[config.mk]
export PLATFORM = sky130hd
export DESIGN_NAME = pairwise_euclidean_distance_top_flat
export DESIGN_NICKNAME = d
export VERILOG_FILES = /design/src/design/ped_pkg.sv /design/src/design/ped_if.sv /design/src/design/pairwise_euclidean_distance_top.sv /design/src/flat_wrapper.sv
export SDC_FILE = /design/constraint.sdc
export NUM_CORES = 1
export LEC_CHECK = 0
export CORE_ASPECT_RATIO = 1.5
export CORE_MARGIN = 2
export CORE_UTILIZATION = 59
export CTS_CLUSTER_SIZE = 12
export DETAILED_ROUTE_END_ITERATION = 10
export DONT_BUFFER_PORTS = 1
export PLACE_DENSITY = 0.87
export SETUP_SLACK_MARGIN = 0.15
export SLEW_MARGIN = 20
export SYNTH_ARGS = -nofsm -noshare
export SYNTH_HDL_FRONTEND = slang
export SYNTH_SLANG_ARGS = --single-unit
export TNS_END_PERCENT = 20
[constraint.sdc]
create_clock -name clk_i -period 7.1 [get_ports clk_i]
set_clock_uncertainty 0.05 [all_clocks]
set_input_delay 1.42 -clock clk_i [delete_from_list [all_inputs] [get_ports clk_i]]
set_output_delay 1.42 -clock clk_i [all_outputs]
set_load 0.1 [all_outputs]
[src/design/ped_pkg.sv]
`default_nettype none
package ped_pkg;

  // Fixed field widths of the distance engine.
  localparam int unsigned SumW      = 43;
  localparam int unsigned DistW     = 30;
  localparam int unsigned IdxW      = 16;
  localparam int unsigned RowsW     = 17;
  localparam int unsigned FcCfgW    = 11;
  localparam int unsigned CfgIdxW   = 2;
  localparam int unsigned CfgDataW  = 17;

  // Square root unit: radicand is the sum shifted up by 16, padded to an even width.
  localparam int unsigned RadW      = 60;
  localparam int unsigned RemW      = 33;
  localparam int unsigned RootSteps = 30;
  localparam int unsigned StepW     = 5;

  localparam logic [SumW-1:0]   SumMax     = {SumW{1'b1}};
  localparam logic [FcCfgW-1:0] FcReset    = 11'd128;
  localparam logic [RowsW-1:0]  RowsAReset = 17'd16384;
  localparam logic [RowsW-1:0]  RowsBReset = 17'd4096;
  localparam logic [RowsW-1:0]  RowsMax    = 17'd65536;

  typedef enum logic [CfgIdxW-1:0] {
    CFG_FEATURE_COUNT = 2'd0,
    CFG_ROWS_A        = 2'd1,
    CFG_ROWS_B        = 2'd2
  } cfg_reg_e;

endpackage
`default_nettype wire

[src/design/ped_if.sv]
`default_nettype none

// Feature pair channel.
interface ped_feat_if #(
  parameter int unsigned SW = 16
);
  logic                 valid;
  logic                 ready;
  logic signed [SW-1:0] a_value;
  logic signed [SW-1:0] b_value;

  modport source (output valid, a_value, b_value, input ready);
  modport sink   (input valid, a_value, b_value, output ready);
endinterface

// Distance result channel.
interface ped_res_if;
  import ped_pkg::*;
  logic             valid;
  logic             ready;
  logic [DistW-1:0] distance;
  logic [IdxW-1:0]  row_index;
  logic [IdxW-1:0]  column_index;
  logic             last_pair;

  modport source (output valid, distance, row_index, column_index, last_pair, input ready);
  modport sink   (input valid, distance, row_index, column_index, last_pair, output ready);
endinterface

// Register write channel.
interface ped_cfg_if;
  import ped_pkg::*;
  logic                valid;
  logic                ready;
  logic [CfgIdxW-1:0]  index;
  logic [CfgDataW-1:0] data;

  modport source (output valid, index, data, input ready);
  modport sink   (input valid, index, data, output ready);
endinterface

`default_nettype wire

[src/design/pairwise_euclidean_distance_top.sv]
`default_nettype none
// Channel   Dir   Interface     Payload
// feat_i    in    ped_feat_if   a_value, b_value (signed, SAMPLE_WIDTH bits)
// res_o     out   ped_res_if    distance, row_index, column_index, last_pair
// cfg_i     in    ped_cfg_if    index (0 feature_count, 1 rows_a, 2 rows_b), data
//
// A feature pair goes through accept, square and accumulate in turn.
// The last feature of a vector pair then runs through the shared restoring square root
// unit (one root bit per cycle), then the flush state fills the output register.
// The output register holds a result while the next pairs are accepted; a stalled result
// holds the following square root result in the flush state, and feature input with it.
// Reset is asynchronous and active low; it restores the register defaults and clears
// all counters and the accumulator. Register writes are always accepted.
module pairwise_euclidean_distance_top #(
  parameter int unsigned MAX_FEATURES = 1024,
  parameter int unsigned SAMPLE_WIDTH = 16
) (
  input  wire logic  clk_i,
  input  wire logic  rst_ni,
  ped_feat_if.sink   feat_i,
  ped_res_if.source  res_o,
  ped_cfg_if.sink    cfg_i
);
  import ped_pkg::*;

  // Absolute difference, its square and the widened accumulator sum.
  localparam int unsigned DW      = SAMPLE_WIDTH + 1;
  localparam int unsigned SqW     = 2 * DW;
  localparam int unsigned AccW    = ((SqW > SumW) ? SqW : SumW) + 1;
  // The feature count register has 11 bits, so the usable maximum is also capped there.
  localparam int unsigned FcMax   = (MAX_FEATURES < 2047) ? MAX_FEATURES : 2047;
  localparam int unsigned FcCntW  = (FcMax > 1) ? $clog2(FcMax) : 1;

  typedef enum logic [2:0] {
    S_IDLE,
    S_SQUARE,
    S_ACCUM,
    S_ROOT,
    S_FLUSH
  } state_e;

  state_e state_q;

  // Configuration registers.
  logic [FcCfgW-1:0] fc_cfg_q;
  logic [RowsW-1:0]  ra_cfg_q, rb_cfg_q;

  // Stream position.
  logic [FcCntW-1:0] fcnt_q;
  logic [IdxW-1:0]   row_q, col_q;

  // Datapath.
  logic [DW-1:0]     ad_q;
  logic [SqW-1:0]    sq_q;
  logic [SumW-1:0]   sum_q;
  logic              last_q;
  logic [IdxW-1:0]   pend_row_q, pend_col_q;
  logic              pend_last_q;

  // Square root unit.
  logic [RadW-1:0]   rad_q;
  logic [RemW-1:0]   rem_q;
  logic [DistW-1:0]  root_q;
  logic [StepW-1:0]  step_q;

  // Output register.
  logic              res_valid_q;
  logic [DistW-1:0]  res_dist_q;
  logic [IdxW-1:0]   res_row_q, res_col_q;
  logic              res_last_q;

  // Effective limits: zero acts as one, oversize values are clamped.
  logic [FcCfgW-1:0] fc_eff;
  logic [RowsW-1:0]  ra_eff, rb_eff;

  always_comb begin
    if (fc_cfg_q == '0) begin
      fc_eff = FcCfgW'(1);
    end else if (fc_cfg_q > FcCfgW'(FcMax)) begin
      fc_eff = FcCfgW'(FcMax);
    end else begin
      fc_eff = fc_cfg_q;
    end
    if (ra_cfg_q == '0) begin
      ra_eff = RowsW'(1);
    end else if (ra_cfg_q > RowsMax) begin
      ra_eff = RowsMax;
    end else begin
      ra_eff = ra_cfg_q;
    end
    if (rb_cfg_q == '0) begin
      rb_eff = RowsW'(1);
    end else if (rb_cfg_q > RowsMax) begin
      rb_eff = RowsMax;
    end else begin
      rb_eff = rb_cfg_q;
    end
  end

  // A counter at or past its last value counts as being at its last value,
  // which covers limits lowered in the middle of a stream.
  logic feat_last, col_last, row_last;
  assign feat_last = ({1'b0, FcCfgW'(fcnt_q)} + (FcCfgW + 1)'(1)) >= {1'b0, fc_eff};
  assign col_last  = ({1'b0, col_q} + RowsW'(1)) >= rb_eff;
  assign row_last  = ({1'b0, row_q} + RowsW'(1)) >= ra_eff;

  // Difference of the two samples in one extra bit, then its magnitude.
  logic signed [DW-1:0] diff;
  logic [DW-1:0]        abs_diff;
  assign diff     = $signed({feat_i.a_value[SAMPLE_WIDTH-1], feat_i.a_value})
                  - $signed({feat_i.b_value[SAMPLE_WIDTH-1], feat_i.b_value});
  assign abs_diff = diff[DW-1] ? DW'(-diff) : DW'(diff);

  // Saturating accumulate.
  logic [AccW-1:0] sum_wide;
  logic [SumW-1:0] sum_sat;
  assign sum_wide = AccW'(sum_q) + AccW'(sq_q);
  assign sum_sat  = (sum_wide > AccW'(SumMax)) ? SumMax : sum_wide[SumW-1:0];

  // One restoring square root step: bring down two radicand bits, try to subtract.
  logic [RemW-1:0]  rem_sh, trial;
  logic             take;
  logic [RemW-1:0]  rem_next;
  logic [DistW-1:0] root_next;
  assign rem_sh    = {rem_q[RemW-3:0], rad_q[RadW-1 -: 2]};
  assign trial     = {1'b0, root_q, 2'b01};
  assign take      = rem_sh >= trial;
  assign rem_next  = take ? (rem_sh - trial) : rem_sh;
  assign root_next = {root_q[DistW-2:0], take};

  // Handshake outputs.
  assign feat_i.ready       = (state_q == S_IDLE);
  assign cfg_i.ready        = 1'b1;
  assign res_o.valid        = res_valid_q;
  assign res_o.distance     = res_dist_q;
  assign res_o.row_index    = res_row_q;
  assign res_o.column_index = res_col_q;
  assign res_o.last_pair    = res_last_q;

  // The output register takes a new result when it is empty or its current
  // result transfers in the same cycle.
  logic res_load;
  assign res_load = (state_q == S_FLUSH) && (!res_valid_q || res_o.ready);

  // Register writes.
  always_ff @(posedge clk_i or negedge rst_ni) begin
    if (!rst_ni) begin
      fc_cfg_q <= FcReset;
      ra_cfg_q <= RowsAReset;
      rb_cfg_q <= RowsBReset;
    end else if (cfg_i.valid) begin
      unique case (cfg_i.index)
        CFG_FEATURE_COUNT: fc_cfg_q <= cfg_i.data[FcCfgW-1:0];
        CFG_ROWS_A:        ra_cfg_q <= cfg_i.data[RowsW-1:0];
        CFG_ROWS_B:        rb_cfg_q <= cfg_i.data[RowsW-1:0];
        default: begin
        end
      endcase
    end
  end

  // Sequencer with datapath and output registers.
  always_ff @(posedge clk_i or negedge rst_ni) begin
    if (!rst_ni) begin
      state_q     <= S_IDLE;
      fcnt_q      <= '0;
      row_q       <= '0;
      col_q       <= '0;
      sum_q       <= '0;
      last_q      <= 1'b0;
      res_valid_q <= 1'b0;
    end else begin
      // The result leaves on its transfer unless a new one replaces it.
      if (res_load) begin
        res_valid_q <= 1'b1;
      end else if (res_valid_q && res_o.ready) begin
        res_valid_q <= 1'b0;
      end
      unique case (state_q)
        S_IDLE: begin
          if (feat_i.valid) begin
            ad_q   <= abs_diff;
            last_q <= feat_last;
            if (feat_last) begin
              fcnt_q      <= '0;
              pend_row_q  <= row_q;
              pend_col_q  <= col_q;
              pend_last_q <= col_last && row_last;
              if (col_last) begin
                col_q <= '0;
                row_q <= row_last ? '0 : row_q + IdxW'(1);
              end else begin
                col_q <= col_q + IdxW'(1);
              end
            end else begin
              fcnt_q <= fcnt_q + FcCntW'(1);
            end
            state_q <= S_SQUARE;
          end
        end
        S_SQUARE: begin
          sq_q    <= SqW'(ad_q * ad_q);
          state_q <= S_ACCUM;
        end
        S_ACCUM: begin
          if (last_q) begin
            sum_q   <= '0;
            rad_q   <= {1'b0, sum_sat, 16'h0000};
            rem_q   <= '0;
            root_q  <= '0;
            step_q  <= '0;
            state_q <= S_ROOT;
          end else begin
            sum_q   <= sum_sat;
            state_q <= S_IDLE;
          end
        end
        S_ROOT: begin
          rad_q  <= {rad_q[RadW-3:0], 2'b00};
          rem_q  <= rem_next;
          root_q <= root_next;
          step_q <= step_q + StepW'(1);
          if (step_q == StepW'(RootSteps - 1)) begin
            state_q <= S_FLUSH;
          end
        end
        S_FLUSH: begin
          if (res_load) begin
            res_dist_q  <= root_q;
            res_row_q   <= pend_row_q;
            res_col_q   <= pend_col_q;
            res_last_q  <= pend_last_q;
            state_q     <= S_IDLE;
          end
        end
        default: state_q <= S_IDLE;
      endcase
    end
  end

endmodule
`default_nettype wire

[src/flat_wrapper.sv]
// flat-port wrapper written by rule: the top's interface ports become plain ports
module pairwise_euclidean_distance_top_flat import ped_pkg::*;
#(
  parameter int unsigned MAX_FEATURES = 1024,
  parameter int unsigned SAMPLE_WIDTH = 16
)
  (clk_i, rst_ni, feat_i_valid, feat_i_a_value, feat_i_b_value, feat_i_ready, res_o_valid, res_o_distance, res_o_row_index, res_o_column_index, res_o_last_pair, res_o_ready, cfg_i_valid, cfg_i_index, cfg_i_data, cfg_i_ready);
  ped_feat_if feat_i_i ();
  ped_res_if res_o_i ();
  ped_cfg_if cfg_i_i ();
  input  wire logic clk_i;
  input  wire logic rst_ni;
  input wire logic [$bits(feat_i_i.valid)-1:0] feat_i_valid;
  input wire logic [$bits(feat_i_i.a_value)-1:0] feat_i_a_value;
  input wire logic [$bits(feat_i_i.b_value)-1:0] feat_i_b_value;
  output wire logic [$bits(feat_i_i.ready)-1:0] feat_i_ready;
  output wire logic [$bits(res_o_i.valid)-1:0] res_o_valid;
  output wire logic [$bits(res_o_i.distance)-1:0] res_o_distance;
  output wire logic [$bits(res_o_i.row_index)-1:0] res_o_row_index;
  output wire logic [$bits(res_o_i.column_index)-1:0] res_o_column_index;
  output wire logic [$bits(res_o_i.last_pair)-1:0] res_o_last_pair;
  input wire logic [$bits(res_o_i.ready)-1:0] res_o_ready;
  input wire logic [$bits(cfg_i_i.valid)-1:0] cfg_i_valid;
  input wire logic [$bits(cfg_i_i.index)-1:0] cfg_i_index;
  input wire logic [$bits(cfg_i_i.data)-1:0] cfg_i_data;
  output wire logic [$bits(cfg_i_i.ready)-1:0] cfg_i_ready;
  assign feat_i_i.valid = feat_i_valid;
  assign feat_i_i.a_value = feat_i_a_value;
  assign feat_i_i.b_value = feat_i_b_value;
  assign feat_i_ready = feat_i_i.ready;
  assign res_o_valid = res_o_i.valid;
  assign res_o_distance = res_o_i.distance;
  assign res_o_row_index = res_o_i.row_index;
  assign res_o_column_index = res_o_i.column_index;
  assign res_o_last_pair = res_o_i.last_pair;
  assign res_o_i.ready = res_o_ready;
  assign cfg_i_i.valid = cfg_i_valid;
  assign cfg_i_i.index = cfg_i_index;
  assign cfg_i_i.data = cfg_i_data;
  assign cfg_i_ready = cfg_i_i.ready;
  pairwise_euclidean_distance_top #(.MAX_FEATURES(MAX_FEATURES), .SAMPLE_WIDTH(SAMPLE_WIDTH)) u_core (.clk_i(clk_i), .rst_ni(rst_ni), .feat_i(feat_i_i), .res_o(res_o_i), .cfg_i(cfg_i_i));
endmodule
==> run metrics, run 1 <==
Slew HR=27.54%; DRC violations left=0; CTS clk-pin slew, worst paths=around 0.06 ns; placed cell area=29710 µm²; first drt pass iteration count=6; DRT antenna net count=0; GR Util All Layers=between 20% and 30%; CTS tree=done; mapped cell area=28990 µm²; CP startpoint kind=flop; top cells by area, synth=edfxtp_1, fa_1, dfrtp_1, ha_1, inv_1; dpl cells=around 3400; Rows=99; die height=275.5 µm; vias in the first global route=between 20000 and 25000; Vias=a little over 20000; Syn Area/Cell=10.14 µm²; area grow syn2layout=7.203%; Worst Path Required=7.33 ns; die area=50970 µm²; yosys warns=0; sequential cell area=11070 µm²; Hold Violations, Final=0; top-count cell post-synth=inv_1; syn_nets=3346; Tmin final=around 6.8 ns; CP Class=reg2reg; Cell variety after synth=84; final period utilization=between 90% and 100%; initial core utilization=59.71%; core box area=just under 50000 µm²; largest net degree at the start of global routing=139; global-route wire length before repair=101.3 mm; detailed router's first-iteration violation count=1435; CTS buffer count=40; clk_lat worst skew=0.54 ns; Worst Tran Pin Value=1.084 ns; sequential share of the synthesized area=38.18%; H-Tree Depth=2; Max clock buf depth=3; routability cong.=around 1.0; FFs w/ async S/R, synth=34.53%; Syn Inst Count=2858; DR WL/cell=17.44 µm; Worst Setup End Kind=flop; hold crit path type=reg2reg; CP Data Arrival Time=7.02 ns; multi-input combinational cell area=around 16000 µm²; Final Slew Violations=0; share of layout cells above drive strength 1=under 10%; synth cell count leaders=inv_1, nand2_1, edfxtp_1, ha_1, nor2_1; drt total wl=61.82 mm; Port Buf Inserts=0; Sink Count=391; Fin Hold WS=0.3650 ns; Finished Cell Area=~31000 µm²; Filler cells=3566; Fmax=~150 MHz; Synth top area share=about a quarter; initial antenna violation count=2; num ports=roughly 120; Setup Total Neg Slack=0 ns; CTS Root Cell=clkbuf_16; aggregate global routing overflow=0; non-filler cells, final=3545; Synth Flop Type=edfxtp_1; RSZ-0062 raised after global routing=true; post-synthesis register bit count=between 300 and 400; status=finished, final reports clean; critical-path maximum fanout=7; nets=3344; die width=185.0 µm; max_cap viols=0; cell taking the most area after synthesis=edfxtp_1; number of flops mapped to enable cells by yosys=256; vias per cell=5.853; Setup-failing EPs final=0; DP HPWL=roughly 46 mm
[repair_timing]
item	4_1_cts	5_1_grt
buffers inserted	0	20
setup endpoints to repair	0	4
hold buffers	0	0
gates resized for setup	0	4
[cells in the final DEF, fill, tap and decap left out, types with 10 or more instances in the layout]
| cell | count |
|---|---|
| nand2b_1 | 37 |
| buf_4 | 50 |
| xor2_1 | 65 |
| a31oi_1 | 23 |
| nand2_1 | 287 |
| o31ai_1 | 15 |
| dfrtp_1 | 132 |
| nor2_1 | 221 |
| and2_1 | 59 |
| nor2b_1 | 15 |
| or2_2 | 10 |
| o21bai_1 | 16 |
| clkbuf_1 | 25 |
| o21ai_1 | 11 |
| xnor2_1 | 97 |
| edfxtp_1 | 256 |
| inv_1 | 372 |
| nand3_1 | 48 |
| o21a_1 | 14 |
| o211ai_1 | 19 |
| ha_1 | 239 |
| o21ai_0 | 132 |
| clkbuf_16 | 40 |
| nor4_1 | 14 |
| a21o_1 | 46 |
| fa_1 | 193 |
| nand4_1 | 27 |
| mux2_2 | 46 |
| mux2i_1 | 25 |
| nor3_1 | 20 |
| and3_1 | 32 |
| a21oi_1 | 156 |
| a211oi_1 | 16 |
[layout make-up]
| type | instances | share of cell area (%) |
|---|---|---|
| multi-input combinational | 1997 | 52.03 |
| clock inverter | 6 | 0.1610 |
| timing repair buffer | 54 | 1.437 |
| antenna | 2 | 0.01610 |
| sequential | 391 | 35.61 |
| inverter | 372 | 4.493 |
| tap | 656 | 2.641 |
| clock buffer | 67 | 3.611 |
[worst max-delay path, cell delays in order, from the launching register on]
cell and delay (ns):
edfxtp_1 0.55, buf_2 0.27, buf_4 0.16, nand2_1 0.14, fa_1 0.46, fa_1 0.51
inv_1 0.05, ha_1 0.21, fa_1 0.54, inv_1 0.06, fa_1 0.46, fa_1 0.55
inv_1 0.05, ha_1 0.41, o21ai_0 0.11, o21ai_0 0.27, o32a_1 0.48, a22oi_2 0.27
o21ai_1 0.19, a41oi_1 0.33, nor3b_1 0.09, a311o_1 0.33
[registers in the layout (all words and copies together), names as in the netlist, 3 cells and up]
name / count
u_core.ra_cfg_q: 17
u_core.rad_q: 44
u_core.rb_cfg_q: 17
u_core.ad_q: 17
u_core.row_q: 16
u_core.fc_cfg_q: 11
u_core.fcnt_q: 10
u_core.pend_row_q: 16
u_core.pend_col_q: 16
u_core.root_q: 30
u_core.res_o.row_index: 16
u_core.res_o.column_index: 16
u_core.sq_q: 33
u_core.col_q: 16
u_core.res_o.distance: 30
u_core.step_q: 5
u_core.sum_q: 43
u_core.rem_q: 31
u_core.state_q: 3
[metrics by stage]
step / setup slack [ns] / util, %
after floorplan: 0.4809 / -
after global placement: 0.3127 / 61.18
after detailed placement: 0.1851 / 61.19
after CTS: 0.1809 / 63.61
after global routing: 0.1186 / 64.01
final: 0.3168 / 64.01
[path summary, 6_finish.rpt]
path / start / end / slack (ns) / cells past startpoint
max: u_core.ad_q[1] / u_core.sq_q[30] / 0.32 / 21
max reg2reg: u_core.ad_q[1] / u_core.sq_q[30] / 0.32 / 21
min: u_core.pend_row_q[7] / u_core.res_o.row_index[7] / 0.37 / 0
max in group asynchronous: rst_ni / u_core.sum_q[33] / 6.16 / 0
min reg2reg: u_core.pend_row_q[7] / u_core.res_o.row_index[7] / 0.37 / 0
min in group asynchronous: rst_ni / u_core.fcnt_q[9] / 0.54 / 0
[cells by family (layout without fill, tap and decap cells)]
family / after synthesis / in the layout / share of synthesized area, %
multiplexers: 71 / 71 / 2.650
flip-flops: 391 / 391 / 38.18
other: 1 / 3 / 0.01293
XOR/XNOR: 162 / 162 / 4.894
buffers and inverters: 470 / 499 / 6.227
adder cells (fa/ha/maj): 432 / 432 / 23.64
AND/OR/NAND/NOR: 805 / 805 / 12.98
AO/OA/AOI/OAI: 526 / 526 / 11.41
[metal layers]
metal  GRT usage, %  share of wire, %
met1          25.73                36
met2          46.71                54
met3          2.890               4.0
met4          14.26               5.8
met5              0             0.021
Power of run 1 is left out: the tool's default activity adds up to more than one toggle a clock period on the data nets, which glitch-free logic cannot reach.
==> run 2, diff against run 1 <==
--- a/config.mk
+++ b/config.mk
@@ -5,13 +5,15 @@
 export SDC_FILE = /design/constraint.sdc
 export NUM_CORES = 1
 export LEC_CHECK = 0
+export ABC_AREA = 1
 export CORE_ASPECT_RATIO = 1.5
 export CORE_MARGIN = 2
-export CORE_UTILIZATION = 59
+export CORE_UTILIZATION = 60
 export CTS_CLUSTER_SIZE = 12
 export DETAILED_ROUTE_END_ITERATION = 10
 export DONT_BUFFER_PORTS = 1
-export PLACE_DENSITY = 0.87
+export GPL_ROUTABILITY_DRIVEN = 1
+export PLACE_DENSITY = 0.88
 export SETUP_SLACK_MARGIN = 0.15
 export SLEW_MARGIN = 20
 export SYNTH_ARGS = -nofsm -noshare
==> run 2 against run 1 <==
Final area grew 6.6%. Worst hold slack better by 0.0018 ns. Synthesized area increased by 8.1%. Flip-flop and latch count did not move. Final cell count up 26%. Non-clock buffer count down 41. Core utilization grew 0.083 points. Global-route usage rose by 4.0 points. Critical endpoint is now u_core.sq_q[27]. Largest cell class unchanged. Highest routed layer is now met4.
==> run metrics, run 2 <==
die width=about 190 µm; Worst Setup End Kind=flop; clk_lat worst skew=0.60 ns; CTS Root Cell=clkbuf_16; die height=284.0 µm; Max clock buf depth=3; most common cell after layout, fill and taps aside=nand2_1; Setup Total Neg Slack=0 ns; CP Data Arrival Time=6.68 ns; yosys warns=0; sequential share of the synthesized area=35.31%; RSZ-0062 raised after global routing=false; drt total wl=75.60 mm; vias in the first global route=26375; share of layout cells above drive strength 1=3.996%; Fmax=155.5 MHz; Post-CTS Hold Buffers=0; global-route wire length before repair=123.5 mm; Rows=102; cell taking the most area after synthesis=edfxtp_1; reg2reg setup slack=0.67 ns; Hold Violations, Final=0; mapped cell area=31350 µm²; max_cap viols=0; CP Class=reg2reg; Syn Inst Count=3786; core box area=51690 µm²; Synth Flop Type=edfxtp_1; critical-path maximum fanout=18; nets=approximately 4200; Tmin final=6.431 ns; highest routed layer=met4; H-Tree Depth=2; Setup-failing EPs final=0; DRC violations left=0; Sink Count=391; routed wl met2=40.50 mm; CP startpoint kind=flop; detailed router's first-iteration violation count=1602; GR Util All Layers=28.50%; area grow syn2layout=5.663%; DP HPWL=about 59 mm; WL met1=26.22 mm; status=finished, final reports clean; most frequent cells in the layout=nand2_1, inv_1, nor2_1; biggest regs=u_core.rad_q x44, u_core.sum_q x43, u_core.sq_q x33; top cells by area, synth=edfxtp_1, nand2_1, fa_1, dfrtp_1, ha_1; hold crit path type=reg2reg; Final Slew Violations=0; top-count cell post-synth=nand2_1; Finished Core Util=64.09%; CTS buffer count=40; post-CTS resize count=0; max reg flops=44; Post-CTS Setup Repair Bufs=0; synth cell count leaders=nand2_1, inv_1, nor2_1, edfxtp_1, ha_1; largest net degree at the start of global routing=137; routed wl met3=3.357 mm; initial core utilization=60.66%; FFs w/ async S/R, synth=34.53%; aggregate global routing overflow=0; CTS clk-pin slew, worst paths=around 0.06 ns; Syn Area/Cell=8.281 µm²; initial antenna violation count=1; Vias=between 20000 and 25000; Synth top area share=24.52%; Worst Path Required=roughly 7.4 ns; Worst Tran Pin Value=1.037 ns; antenna cells=0; vias per cell=5.600; DR WL/cell=approximately 17 µm; post-synthesis register bit count=391; final period utilization=approximately 91%; Cell variety after synth=62; routability cong.=1.010; Slew HR=30.69%; syn_nets=4274; largest reg by FF count=u_core.rad_q; DRT antenna net count=0; first drt pass iteration count=6; number of flops mapped to enable cells by yosys=about 260; die area=~54000 µm²; CTS tree=done; num ports=122; Port Buf Inserts=0
==> run 2: changes by cell type in the layout (fill, tap and decap cells not counted), moves of 52 or more <==
cell,previous run,this run
and2_1,59,0
inv_1,372,652
nand2_1,287,1042
nand3_1,48,120
nor2_1,221,310
xnor2_1,97,45
==> run 2: layer usage <==
layer | vias up | GRT usage (%)
li1 | 11944 | -
met1 | 11764 | 28.58
met5 | - | 0
met4 | 0 | 18.60
met3 | 342 | 4.106
met2 | 898 | 53.83
==> run 2: stage by stage <==
step           hold slack [ns]  instances  setup WS (ns)  instance area (µm²)
2_1_floorplan           0.3503       3786         0.6744                31360
3_3_place_gp            0.3510       4379         0.9240                31830
3_5_place_dp            0.3545       4379         0.7672                31830
4_1_cts                 0.3649       4453         0.7203                33100
5_1_grt                 0.3764       4455         0.4060                33130
6_report                0.3668       4455         0.6693                33130
==> run 2: worst paths after layout <==
kind / endpoint / startpoint / cells after the start
max: u_core.sq_q[27] / u_core.ad_q[2] / 20
min reg2reg: u_core.res_o.column_index[15] / u_core.pend_col_q[15] / 0
max in group asynchronous: u_core.sum_q[29] / rst_ni / 0
min: u_core.res_o.column_index[15] / u_core.pend_col_q[15] / 0
min in group asynchronous: u_core.fcnt_q[1] / rst_ni / 0
max reg2reg: u_core.sq_q[27] / u_core.ad_q[2] / 20
==> run 2: logic make-up after synthesis <==
logic type      share of synthesized area (%)
xor+xnor                                3.564
simple gates                            22.34
fa+ha+maj                               21.86
compound gates                          7.479
other cells                           0.01196
buf+inv                                 9.434
flops                                   35.31
==> run 2: area by class of cell <==
class / count / area, µm²
Tap cell: 676 / 845.8
Clock inverter: 6 / 97.59
Inverter: 659 / 2480
Timing Repair Buffer: 13 / 113.9
Multi-Input combinational cell: 2642 / 17350
Sequential cell: 391 / 11070
Clock buffer: 68 / 1167
Fill cell: 4149 / 18560
==> run 2: worst max-delay path, stage by stage (launching register included) <==
cell and delay [ns]:
edfxtp_1 0.83, nand2_1 0.20, inv_1 0.13, fa_1 0.39
inv_1 0.08, fa_1 0.43, fa_1 0.52, inv_1 0.05
fa_1 0.47, fa_1 0.54, inv_1 0.05, fa_1 0.53
inv_1 0.05, ha_1 0.37, a21oi_1 0.25, o21ai_0 0.12
a21oi_1 0.45, o21ai_0 0.28, nand3_1 0.12, nand2_1 0.06
xor2_1 0.15
Power of run 2 is left out for the same reason.
